===== src/sv/bbs_pkg.sv =====
// Shared types, constants and helpers for the bicubic Bezier surface evaluator.
`default_nettype none
package bbs_pkg;

  localparam int FRAC_BITS = 16;
  localparam int C_W       = 24;
  localparam int PARAM_W   = 17;
  localparam int STEP_W    = 16;
  localparam int T_W       = FRAC_BITS + 1;
  localparam int PROD_W    = C_W + T_W + 2;
  localparam int NPTS      = 16;
  localparam int PIDX_W    = 4;
  localparam int CFG_IDX_W = 2;
  localparam int CFG_W     = 24;

  localparam logic [T_W-1:0] T_ONE = {1'b1, {FRAC_BITS{1'b0}}};
  localparam logic signed [PROD_W-1:0] LERP_HALF =
    {{(PROD_W-FRAC_BITS){1'b0}}, 1'b1, {(FRAC_BITS-1){1'b0}}};

  localparam logic [1:0] OP_LOAD = 2'd0;
  localparam logic [1:0] OP_EVAL = 2'd1;
  localparam logic [1:0] OP_ANIM = 2'd2;

  localparam logic [CFG_IDX_W-1:0] CFG_STEP = 2'd0;
  localparam logic [CFG_IDX_W-1:0] CFG_HIGH = 2'd1;
  localparam logic [CFG_IDX_W-1:0] CFG_LOW  = 2'd2;

  typedef logic signed [C_W-1:0] coord_t;
  typedef coord_t [2:0] vec_t;  // lane 0 x, lane 1 y, lane 2 z

  typedef struct packed {
    logic [1:0]         op;
    logic [1:0]         point_row;
    logic [1:0]         point_col;
    logic signed [23:0] point_x;
    logic signed [23:0] point_y;
    logic signed [23:0] point_z;
    logic [16:0]        param_u;
    logic [16:0]        param_v;
  } bbs_in_t;

  typedef struct packed {
    logic signed [23:0] surf_x;
    logic signed [23:0] surf_y;
    logic signed [23:0] surf_z;
  } bbs_out_t;

  // one lerp slot: issue into the unit, or write-back out of it
  typedef struct packed {
    logic       vld;
    logic [1:0] dst;
  } bbs_slot_t;

  typedef struct packed {
    logic              load;
    logic              anim;
    logic [PIDX_W-1:0] idx;
  } bbs_gcmd_t;

  typedef struct packed {
    logic [STEP_W-1:0] step;
    coord_t            high;
    coord_t            low;
  } bbs_bounce_t;

  localparam int CMP_W = (T_W > PARAM_W) ? T_W : PARAM_W;

  function automatic logic [T_W-1:0] sat_param(input logic [PARAM_W-1:0] p);
    logic [CMP_W-1:0] pe;
    pe = CMP_W'(p);
    if (pe > CMP_W'(T_ONE)) return T_ONE;
    return T_W'(pe);
  endfunction

endpackage
`default_nettype wire


===== src/sv/bbs_lerp.sv =====
// Shared three-lane lerp unit; the issue slot, the product and operand a are registered once before write-back.
`default_nettype none
module bbs_lerp (
  input  logic              clk,
  input  logic              rst_n,
  input  bbs_pkg::bbs_slot_t iss,
  input  bbs_pkg::vec_t     a,
  input  bbs_pkg::vec_t     b,
  input  logic [bbs_pkg::T_W-1:0] t,
  output bbs_pkg::bbs_slot_t wb,
  output bbs_pkg::vec_t     res
);
  import bbs_pkg::*;

  bbs_slot_t wb_r;
  vec_t      a_r;
  logic signed [T_W:0] t_s;

  assign t_s = $signed({1'b0, t});
  assign wb  = wb_r;

  always_ff @(posedge clk) begin
    if (!rst_n) begin
      wb_r <= '0;
    end else begin
      wb_r <= iss;
    end
  end

  always_ff @(posedge clk) begin
    a_r <= a;
  end

  for (genvar l = 0; l < 3; l++) begin : g_lane
    logic signed [C_W:0]     diff;
    logic signed [PROD_W-1:0] prod_nxt;
    logic signed [PROD_W-1:0] prod_r;
    logic signed [PROD_W-1:0] sum;
    logic signed [PROD_W-1:0] sh;

    // a*(1-t) + b*t == a*ONE + (b-a)*t, so only the difference is multiplied
    assign diff     = $signed({b[l][C_W-1], b[l]}) - $signed({a[l][C_W-1], a[l]});
    assign prod_nxt = diff * t_s;

    always_ff @(posedge clk) begin
      prod_r <= prod_nxt;
    end

    // round half up, floor shift; the result is a convex mix and fits C_W
    assign sum    = prod_r + LERP_HALF;
    assign sh     = sum >>> FRAC_BITS;
    assign res[l] = a_r[l] + sh[C_W-1:0];
  end

endmodule
`default_nettype wire


===== config.mk =====
export PLATFORM = sky130hd
export DESIGN_NAME = bbs_lerp
export DESIGN_NICKNAME = d
export VERILOG_FILES = /design/src/sv/bbs_pkg.sv /design/src/sv/bbs_lerp.sv
export SDC_FILE = /design/constraint.sdc
export NUM_CORES = 2
export LEC_CHECK = 0
export ABC_AREA = 0
export BUFFER_PORTS_ARGS = -buffer_cell sky130_fd_sc_hd__buf_2
export CAP_MARGIN = 30
export CORE_AREA = 4 4 431 220
export CTS_CLUSTER_SIZE = 10
export DETAILED_ROUTE_END_ITERATION = 10
export DIE_AREA = 0 0 435 224
export PLACE_DENSITY = 0.88
export SETUP_SLACK_MARGIN = 0.5
export SYNTH_ARGS = -nofsm -noshare
export SYNTH_HDL_FRONTEND = slang
export SYNTH_SLANG_ARGS = --single-unit

===== constraint.sdc =====
create_clock -name clk -period 10.02 [get_ports clk]
set_input_delay 2.004 -clock clk [delete_from_list [all_inputs] [get_ports clk]]
set_output_delay 2.004 -clock clk [all_outputs]
set_load 0.01 [all_outputs]

Word level (Yosys, flattened, before mapping)
Cells that the tools add are included.
Widths: inputs -> output; s select.
Storage, ports and cells
  register bits: 195
  bits in latches: 0
  bits in writable memories: 0
  ROM bits: 0
  bits of input ports: 166
  logic and storage cells: 20
  memories kept: 0
Cells by class
  add/sub/neg operators: 9
  $mul: 3
  div/mod/pow operators: 0
  magnitude comparators: 0
  equal/unequal tests: 0
  shift-type cells: 0
  mux-type cells: 0
  bitwise operators: 0
  reductions and logical operators: 0
Operators with widths (number)
  $add 40x17->40 const B: 3
  $mul 25x18->40: 3
  $sub 24x24->25: 3
  $add 24x24->24: 3

Longest topological paths before layout
  word-level depth: 2
  mapped depth: 36
  depth with buffers taken out: 36

Worst setup path before layout
No wires, ideal clock.
  path type: input-to-reg
  start: input a[25] in the netlist's numbering
  end: register g_lane[1].prod_r[32]
  setup time: 0.072 ns
  data arrival time: 9.726 ns
  required time: 9.948 ns
  path slack: 0.222 ns
  cell stages on the path: 32
  buffers on the path: 1
  path through: inv_1 ha_1 nor2b_1 o31a_1 o21a_1 a21bo_2 a21oi_1 o21ai_0 a21oi_1 xnor2_1 clkbuf_1 nand2_1 fa_1 inv_1 fa_1 fa_1 fa_1 fa_1 inv_1 fa_1 inv_1 ha_1 a21oi_1 and2b_2 a31o_1 a2111oi_4 a211oi_2 o21a_1 o31a_1 or3_1 a31oi_1 xnor2_1
On the way
  word-level cells in the longest chain between the ends: 2
Ends and longest elaborated chain
  start, declared: RTL line bbs_lerp.sv:7  | input bbs_pkg::vec_t a,
  $sub 24x24->25: RTL line bbs_lerp.sv:42  | assign diff = $signed({b[l][C_W-1], b[l]}) - $signed({a[l][C_W-1], a[l]});
  $mul 25x18->40: RTL line bbs_lerp.sv:43  | assign prod_nxt = diff * t_s;
  via g_lane[1].prod_nxt[32]: RTL line bbs_lerp.sv:36  | logic signed [PROD_W-1:0] prod_nxt;
  end signal, assigned: RTL line bbs_lerp.sv:46  | prod_r <= prod_nxt;
  end, declared: RTL line bbs_lerp.sv:37  | logic signed [PROD_W-1:0] prod_r;
The timed path passes the listed nets, and every way through them passes these cells.
A chain may end at the register's enable or synchronous reset.

Worst setup path after layout
Ends and elaborated chain as after synthesis.

==> run metrics <==
RSZ-0062 raised after global routing=true; syn avg cell area=8.81 sq um; Post-synth EDFFs=0; Max stage delay on crit path=540 ps; CTS tree=done; DRC=0; final hold violation count=0; Ports=241; worst hold path class=in -> reg; GP Congestion=0.941; antenna-violating nets left=0; sequential fraction of the synthesis area=5.62%; Final setup viols=0; final period utilization=97.8%; critical path class=in -> reg; core region area=90,500 sq um; largest net degree at the start of global routing=65; Die W=435 um; routed length on met3=15,000 um; fin. max-slew vios=0; fmax=102 MHz; total gr overflow=0; yosys synthesis warning count=0; antenna violations before repair=5; fill count=6,129; delay-heaviest family, CP=adder cells; post-cts hold buffer count=0; most used flip-flop cell after synthesis=dfxtp_1; most frequent CP cell=fa_1; crit path DAT=10,270 ps; top-count cell post-synth=inv_1; non-filler cells, final=7,644; WP data required=10,490 ps; number of vias per cell=5.76; area grow syn2layout=12.5%; Sink Count=150; Synthesized Nets=7,846; worst path bufs/invs=8; Synth area leader=fa_1; total of max-cap violations=0; number of global-route vias before repair=46,300; Yosys cell types=84; CP endpoint kind=register; starting density of the core=59.1%; clock slew at reported path FFs=100 ps; slew margin rel.=30.7%; cell depth of the worst setup path=35; NumNets Final=8,207; DPL Wire Length=110,000 um; first-pass GRT wire length=230,000 um; CP Max Fanout=5; global-route usage over all layers=29.4%; wire length on met1=51,800 um; Slew @ Worst Pin=1040 ps; Yosys reg bits=150; DR vias=44,000; Routed WL per cell=19.8 um; port bufs=240; share of post-route cells with drive strength above 1=13.1%; dpl cells=7,560; fin crit period=9800 ps; DR pass1 iterations=6; H-tree depth=4; synthesized instance count=6,066; Max Root-Sink Buffers=2; Iteration-0 DRC Markers=3,858; top cells by count, synth=inv_1, fa_1, nand2_1; DIE HEIGHT=224 um; slowest stage cell, crit path=fa_1; highest metal used=met5; row count=78; Synth async-reset ratio=0%; cell area after synthesis=53,400 sq um; final WL=151,000 um; DIE AREA=97,400 sq um; top cells by area, synth=fa_1, inv_1, ha_1; share of the synthesized area in the top cell type=44.5%; CTS root buf=clkbuf_16; met2 wire len=73,800 um; total CTS buffers=17; Worst setup SP type=input pin; outcome=completed; hold path depth=1
-- layout by cell type (no fill, tap or decap), drive strengths merged, types with 64 or more instances in the layout --
master and instances:
a21oi 126, and2 525, buf 561, dfxtp 150
fa 1188, ha 426, inv 1532, nand2 720
nand3 74, nor2 165, nor2b 84, o21ai 95
xnor2 219, xor2 64
-- registers in the layout, summed over array words and instances (netlist names) --
signal	flops
a_r	72
g_lane.prod_r	75
wb	3
-- cells by family after synthesis --
group	count (synthesis)	synth area share (%)
mux	18	0.351
compound gates	480	5.95
flops	150	5.62
simple gates	1775	16.6
xor+xnor	286	4.78
fa+ha+maj	1614	54.5
buf+inv	1743	12.3
-- per-layer routing --
| metal | vias to the layer above | GRT usage, % |
|---|---|---|
| met3 | 978 | 6.06 |
| met4 | 4 | 15.1 |
| met5 | - | 0 |
| li1 | 18600 | - |
| met1 | 21600 | 35.1 |
| met2 | 2762 | 50.9 |
-- stage by stage --
stage | cell area, sq um | hold slack, ps | worst slack, ps | TNS, ps | utilization (%)
after floorplan | 53500 | 2030 | 481 | 0 | -
after global placement | 57700 | 2120 | -604 | -4370 | 63.7
after detailed placement | 57700 | 2120 | -804 | -8160 | 63.8
after CTS | 58500 | 1550 | 498 | 0 | 64.7
after global routing | 60100 | 1550 | 52.9 | 0 | 66.4
final | 60100 | 1570 | 221 | 0 | 66.4
-- repair_timing --
action,4_1_cts,5_1_grt
endpoints found under the hold margin,0,0
endpoints found under the setup margin,24,47
buffers inserted,3,43
pin swaps,12,176
gates resized for setup,34,273
-- worst paths after layout --
| check | start | end | slack [ps] |
|---|---|---|---|
| max | a[25] | g_lane[1].prod_r[32] | 220 |
| min | a[56] | a_r[56] | 1570 |
-- cell type report --
type / instances / area (sq um) / share of cell area (%)
timing repair buffer: 562 / 4070 / 6.77
sequential: 150 / 3000 / 5.00
multi-input combinational: 4173 / 45200 / 75.2
tap: 1200 / 1500 / 2.50
clock buffer: 17 / 425 / 0.708
inverter: 1523 / 5720 / 9.52
clock inverter: 15 / 184 / 0.306
antenna: 4 / 10.0 / 0.0167
Power is left out: the tool's default activity adds up to more than one toggle a clock period on the data nets, which glitch-free logic cannot reach.
