==> config.mk <==
export PLATFORM = sky130hd
export DESIGN_NAME = bbs_grid
export DESIGN_NICKNAME = d
export VERILOG_FILES = /design/src/sv/bbs_pkg.sv /design/src/sv/bbs_grid.sv
export SDC_FILE = /design/constraint.sdc
export NUM_CORES = 2
export LEC_CHECK = 0
export BUFFER_PORTS_ARGS = -buffer_cell sky130_fd_sc_hd__buf_2
export CORE_MARGIN = 2
export CORE_UTILIZATION = 55
export DETAILED_ROUTE_END_ITERATION = 10
export PLACE_DENSITY = 0.72
export SYNTH_ARGS = -nofsm -noshare
export SYNTH_HDL_FRONTEND = slang
export SYNTH_SLANG_ARGS = --single-unit
==> constraint.sdc <==
create_clock -name clk -period 10.5 [get_ports clk]
set_clock_uncertainty 0.1 [all_clocks]
set_input_delay 1.05 -clock clk [delete_from_list [all_inputs] [get_ports clk]]
set_output_delay 1.05 -clock clk [all_outputs]
set_load 0.01 [all_outputs]
==> src/sv/bbs_pkg.sv <==
// Shared types, constants and helpers for the bicubic Bezier surface evaluator.
`default_nettype none
package bbs_pkg;

  localparam int FRAC_BITS = 16;
  localparam int C_W       = 24;
  localparam int PARAM_W   = 17;
  localparam int STEP_W    = 16;
  localparam int T_W       = FRAC_BITS + 1;
  localparam int PROD_W    = C_W + T_W + 2;
  localparam int NPTS      = 16;
  localparam int PIDX_W    = 4;
  localparam int CFG_IDX_W = 2;
  localparam int CFG_W     = 24;

  localparam logic [T_W-1:0] T_ONE = {1'b1, {FRAC_BITS{1'b0}}};
  localparam logic signed [PROD_W-1:0] LERP_HALF =
    {{(PROD_W-FRAC_BITS){1'b0}}, 1'b1, {(FRAC_BITS-1){1'b0}}};

  localparam logic [1:0] OP_LOAD = 2'd0;
  localparam logic [1:0] OP_EVAL = 2'd1;
  localparam logic [1:0] OP_ANIM = 2'd2;

  localparam logic [CFG_IDX_W-1:0] CFG_STEP = 2'd0;
  localparam logic [CFG_IDX_W-1:0] CFG_HIGH = 2'd1;
  localparam logic [CFG_IDX_W-1:0] CFG_LOW  = 2'd2;

  typedef logic signed [C_W-1:0] coord_t;
  typedef coord_t [2:0] vec_t;  // lane 0 x, lane 1 y, lane 2 z

  typedef struct packed {
    logic [1:0]         op;
    logic [1:0]         point_row;
    logic [1:0]         point_col;
    logic signed [23:0] point_x;
    logic signed [23:0] point_y;
    logic signed [23:0] point_z;
    logic [16:0]        param_u;
    logic [16:0]        param_v;
  } bbs_in_t;

  typedef struct packed {
    logic signed [23:0] surf_x;
    logic signed [23:0] surf_y;
    logic signed [23:0] surf_z;
  } bbs_out_t;

  // one lerp slot: issue into the unit, or write-back out of it
  typedef struct packed {
    logic       vld;
    logic [1:0] dst;
  } bbs_slot_t;

  typedef struct packed {
    logic              load;
    logic              anim;
    logic [PIDX_W-1:0] idx;
  } bbs_gcmd_t;

  typedef struct packed {
    logic [STEP_W-1:0] step;
    coord_t            high;
    coord_t            low;
  } bbs_bounce_t;

  localparam int CMP_W = (T_W > PARAM_W) ? T_W : PARAM_W;

  function automatic logic [T_W-1:0] sat_param(input logic [PARAM_W-1:0] p);
    logic [CMP_W-1:0] pe;
    pe = CMP_W'(p);
    if (pe > CMP_W'(T_ONE)) return T_ONE;
    return T_W'(pe);
  endfunction

endpackage
`default_nettype wire

==> src/sv/bbs_grid.sv <==
// Control point store with its load write and the per-point bounce update.
`default_nettype none
module bbs_grid (
  input  logic                clk,
  input  logic                rst_n,
  input  bbs_pkg::bbs_gcmd_t  cmd,
  input  bbs_pkg::vec_t       wr_pt,
  input  bbs_pkg::bbs_bounce_t bnc,
  output bbs_pkg::vec_t       rd_pt
);
  import bbs_pkg::*;

  localparam int ZW = C_W + 2;
  localparam logic [NPTS-1:0] RISE_RST = {{(NPTS/2){1'b0}}, {(NPTS/2){1'b1}}};

  coord_t x_r [NPTS];
  coord_t y_r [NPTS];
  coord_t z_r [NPTS];
  logic [NPTS-1:0] rise_r;

  coord_t z_cur;
  logic   rise_nxt;
  logic signed [ZW-1:0] z_ext;
  logic signed [ZW-1:0] s_ext;
  logic signed [ZW-1:0] z_sum;
  coord_t z_nxt;

  assign rd_pt[0] = x_r[cmd.idx];
  assign rd_pt[1] = y_r[cmd.idx];
  assign rd_pt[2] = z_r[cmd.idx];
  assign z_cur    = z_r[cmd.idx];

  always_comb begin
    // low bound wins when both hold
    if (z_cur <= bnc.low) begin
      rise_nxt = 1'b1;
    end else if (z_cur >= bnc.high) begin
      rise_nxt = 1'b0;
    end else begin
      rise_nxt = rise_r[cmd.idx];
    end
    z_ext = ZW'(z_cur);
    s_ext = ZW'($signed({1'b0, bnc.step}));
    z_sum = rise_nxt ? (z_ext + s_ext) : (z_ext - s_ext);
    if (z_sum[ZW-1:C_W-1] == '0 || z_sum[ZW-1:C_W-1] == '1) begin
      z_nxt = z_sum[C_W-1:0];
    end else if (z_sum[ZW-1]) begin
      z_nxt = {1'b1, {(C_W-1){1'b0}}};
    end else begin
      z_nxt = {1'b0, {(C_W-1){1'b1}}};
    end
  end

  always_ff @(posedge clk) begin
    if (!rst_n) begin
      for (int i = 0; i < NPTS; i++) begin
        x_r[i] <= '0;
        y_r[i] <= '0;
        z_r[i] <= '0;
      end
      rise_r <= RISE_RST;
    end else if (cmd.load) begin
      x_r[cmd.idx]    <= wr_pt[0];
      y_r[cmd.idx]    <= wr_pt[1];
      z_r[cmd.idx]    <= wr_pt[2];
      rise_r[cmd.idx] <= ~cmd.idx[PIDX_W-1];
    end else if (cmd.anim) begin
      z_r[cmd.idx]    <= z_nxt;
      rise_r[cmd.idx] <= rise_nxt;
    end
  end

endmodule
`default_nettype wire

* After elaboration in Yosys (flattened, before gate mapping) *
Memories as Yosys holds them, arrays and structs flattened.
Cells that the tools add are included.

word-level totals
  register bits = 16
  RAM bits = 1,152
  input bits = 144
  output and inout port bits = 72
  word-level logic and storage cells = 51
  memories kept = 3

operators by class
  add/subtract/negate cells = 2
  $lt $le $gt $ge = 4
  equal/unequal tests = 1
  muxes and demuxes = 31
  bitwise operators = 2
  reductions and logical operators = 7

memory list
  name  depth  bits a word  read ports  clocked after Yosys merged registers in  wr ports  line            source
  x_r   16     24           1           0                                        16        bbs_grid.sv:16  coord_t x_r [NPTS];
  y_r   16     24           1           0                                        16        bbs_grid.sv:17  coord_t y_r [NPTS];
  z_r   16     24           1           0                                        16        bbs_grid.sv:18  coord_t z_r [NPTS];

operators by type and width
  kind                                                               number
  2-to-1 mux 24 bit                                                  6
  OR reduction 24 bit                                                3
  bitwise mux 16 bit                                                 2
  2-to-1 mux 16 bit                                                  2
  2-to-1 mux 26 bit                                                  1
  adder 24 x 17 -> 25 bit                                            1
  subtractor 24 x 17 -> 25 bit                                       1
  greater-or-equal comparator 24 bit                                 1
  less-or-equal comparator 24 bit                                    1
  2-to-1 mux 1 bit                                                   15
  2-to-1 mux 4 bit                                                   3
  less-than comparator 4 x 5 -> 1 bit, second input constant         1
  binary-select mux 1 bit (select 4 bit)                             1
  demux 1 bit (select 4 bit)                                         1
  greater-or-equal comparator 4 x 1 -> 1 bit, second input constant  1
  == test 3 bit, second input constant                               1
  logical NOT 3 bit                                                  1
  nonzero test 2 bit                                                 1
  logical AND 1 bit                                                  1
  logical OR 1 bit                                                   1
  NOT 1 bit                                                          1
  bitwise OR 1 bit                                                   1

* Longest topological paths before layout *
  word-level depth = 10
  depth in mapped cells = 31
  gate-level depth less buffers = 25

* Least setup slack after synthesis *
Ideal clock, no wire load.

  kind = input port to flip-flop
  start point = in cmd[0] in the netlist's numbering
  end point = mem z_r[0][11] in the netlist's numbering, data pin
  setup time = 0.265 ns
  arrival time = 8.210 ns
  required time = 10.135 ns
  setup slack = 1.925 ns
  cell stages on the path = 30
  path buffers = 7
  cells stage by stage = buf_6 > buf_1 > clkbuf_1 > mux4_2 > mux4_2 > ha_1 > a21oi_1 > o21ai_1 > a22o_1 > or3_1 > o211a_2 > nor3_4 > clkbuf_1 > o31ai_1 > xnor2_1 > ha_1 > clkbuf_1 > a21oi_1 > o21ai_0 > a311oi_1 > o21ai_0 > a31oi_1 > nand4b_1 > a21oi_1 > xnor2_1 > clkbuf_1 > o21ai_1 > a22oi_2 > buf_2 > nor2_1

RTL lines
  what         line            source
  from (decl)  bbs_grid.sv:6   input bbs_pkg::bbs_gcmd_t cmd,
  to (decl)    bbs_grid.sv:18

==> impl_metrics.tcl <==
set metrics [dict create \
    tns_ps 0 \
    drc_errors 0 \
    synth_ff_type "edfxtp_1" \
    grt_pass1_wl_um 216000 \
    syn_nets 3757 \
    fill_cells 7084 \
    path_class "in2reg" \
    cts.sinks 1168 \
    die_area_um2 101000 \
    final_cells 5043 \
    netlist_instances 3539 \
    ys_top_cells_by_area "edfxtp_1 64%, mux4_2 15%, and2_1 8.9%, nor2_1 3.0%, ha_1 1.7%" \
    antenna_found_initial 23 \
    timing.final.crit_share 0.835 \
    async_flop_share 0 \
    fp-row-count 115 \
    num_vias 32100 \
    io_pins 216 \
    start_util 0.554 \
    tightestPinTransition_ps 1210 \
    drt_first_pass_iters 6 \
    cts_buffer_depth 3 \
    arrival_ps 9050 \
    critPathMaxFanout 40 \
    synth-edff-count 1152 \
    hold_class "reg2reg" \
    clk_latency_ps 710 \
    p_leak_nw 21.7 \
    report.final.slew_viol_count 0 \
    design.core.area_um2 98100 \
    setup_viol 0 \
    cp.required_ps 10780 \
    syn_area_um2 54400 \
    max_cap_viol_count 0 \
    finalHoldViolCount 0 \
    die_w_um 318 \
    wl_um 149000 \
    relSlewSlack 0.190 \
    worstSetupEndpointType "flop" \
    dp_cells 4830 \
    post_cts_buffers 0 \
    drtIter0Drc 4404 \
    timing.hold.ws_ps 376 \
    grt_usage 0.294 \
    root_buffer "clkbuf_16" \
    synth_area_leader_cell "edfxtp_1" \
    gp_congestion 0.899 \
    intPower_mw 8.10 \
    fin_ws_ps 1730 \
    dp_hpwl_um 79400 \
    cts_tree "done" \
    swShare 0.263 \
    drtAntennaViolNets 0 \
    crit_path_start_kind "primary input" \
    final_nets 3876 \
    power_frac_comb 0.152 \
    final_layout_size_suffix_gt1_frac 0.241 \
    synth_seq_cells 1168 \
    layout_min_cycle_time_ps 8770 \
    grt_max_degree 148 \
    p_seq_frac 0.495 \
    synth.lib_cells_used.distinct 62 \
    synth_top_area_share 0.636 \
    status "completed" \
    ir_drop_mv 0.156 \
    synth.avg_cell_area_um2 15.4 \
    synth-seq-area-share 0.642 \
    fmax_mhz 114 \
    ctsResizeCount 0 \
    yosysWarningCount 0 \
    port_buffers 215 \
    grt_overflow_total 0 \
    cp_slowest_cell "a22oi_2" \
    clkTransAtPathRegs_ps 60 \
    p_per_area_nw_per_um2 181 \
    area_growth_syn_to_layout_pct 11.4 \
    dp_slack_ps 1240 \
    seq_area_um2 34900 \
    postCtsHoldBufs 0 \
    switchingPower_mw 2.88 \
    viasPerCell 6.36 \
    pwr-share-clk 0.354 \
    cts_made_buffers 113 \
    die_y_um 318 \
    multi_input_area_um2 18600 \
    grt_pass1_vias 32500 \
    slowest_delay_ps 710 \
    wl_per_cell_um 29.5 \
    rsz0062_at_grt "no" \
    h-tree-depth 3 \
]
## cell type report
class / count / share of cell area
clock buffers: 132 / 0.0482
clock inverters: 71 / 0.00929
inverters: 66 / 0.00409
diodes: 10 / 0.000413
well taps: 1287 / 0.0266
multi-input cells: 2015 / 0.306
repair buffers: 294 / 0.0289
flip-flops and latches: 1168 / 0.576
## kinds of logic after synthesis
group | share of synthesized area
AO/OA/AOI/OAI | 0.0284
XOR/XNOR | 0.00633
adder cells (fa/ha/maj) | 0.0174
buffers and inverters | 0.0258
flip-flops | 0.642
multiplexers | 0.151
AND/OR/NAND/NOR | 0.129
## routing by layer
layer,GRT usage,wire (µm),vias up
li1,-,-,13400
met1,0.401,55000,16300
met2,0.474,71400,1981
met3,0.0666,17100,344
met4,0.0974,4960,18
met5,0,104,-
## sequential cells by signal (all words and copies together) (netlist names)
register / count
z_r: 384
rise_r: 16
x_r: 384
y_r: 384
## path summary, 6_finish.rpt
path	to	slack [ps]	from	cells after the start
worst min-delay path	rise_r[14]	380	rise_r[14]	2
worst min register to register	rise_r[14]	380	rise_r[14]	2
worst max-delay path	z_r[2][2]	1730	cmd[0]	26
worst max register to register	z_r[2][2]	2450	z_r[11][11]	24
## power groups by stage
stage / logic, mW / clock network [mW] / registers (mW)
after floorplan: 1.07 / 0 / 5.52
after CTS: 1.63 / 3.91 / 5.43
after global placement: 1.61 / 0 / 5.51
final: 1.67 / 3.88 / 5.43
after detailed placement: 1.62 / 0 / 5.53
after global routing: 1.75 / 4.08 / 5.45
## synth_stat cells (all sizes together), types with 2 or more instances
library cell,instances
nor4,4
and2,770
nor2,429
o211ai,4
xnor2,27
nand4,13
mux4,364
o31ai,4
a211oi,5
xor2,7
nand2,43
o41ai,2
and3,4
dfxtp,16
or2,4
or4,2
inv,66
edfxtp,1152
o211a,2
nand3,16
a31oi,11
o22ai,11
buf,67
a22oi,23
o21ai,75
nor3,8
clkbuf,223
a21o,17
o21a,5
nor2b,8
nand2b,6
a2111oi,2
ha,73
o21bai,6
a21boi,8
a21oi,46
## worst max-delay path: cells and delay by family
| kind | cells | cell delay (ps) |
|---|---|---|
| buffers and inverters | 4 | 1070 |
| muxes | 2 | 1160 |
| and+or+nand+nor | 5 | 1440 |
| AOI/OAI and AO/OA | 12 | 3220 |
| xor gates and xnor gates | 1 | 260 |
| adders and majority gates | 2 | 780 |
## stage by stage
stage	utilization	total power, mW	cell area (µm²)
after global placement	0.582	7.13	57100
after floorplan	-	6.59	54400
final	0.618	11.0	60600
after global routing	0.617	11.3	60600
after CTS	0.617	11.0	60600
after detailed placement	0.582	7.15	57100
## placed cells by master, fill, tap and decap left out, types with 17 or more instances in the layout
master	n
edfxtp_1	1152
a21oi_1	45
inv_1	66
a22oi_2	22
buf_4	77
and2_1	770
clkbuf_16	114
o21ai_0	32
mux4_2	364
clkinv_1	32
o21ai_4	32
xnor2_1	27
nor2_1	413
clkbuf_1	18
clkinv_2	23
ha_1	73
nand2_1	31
buf_2	210
a21o_1	17
Note: power is estimated with default switching activity, not from simulation.
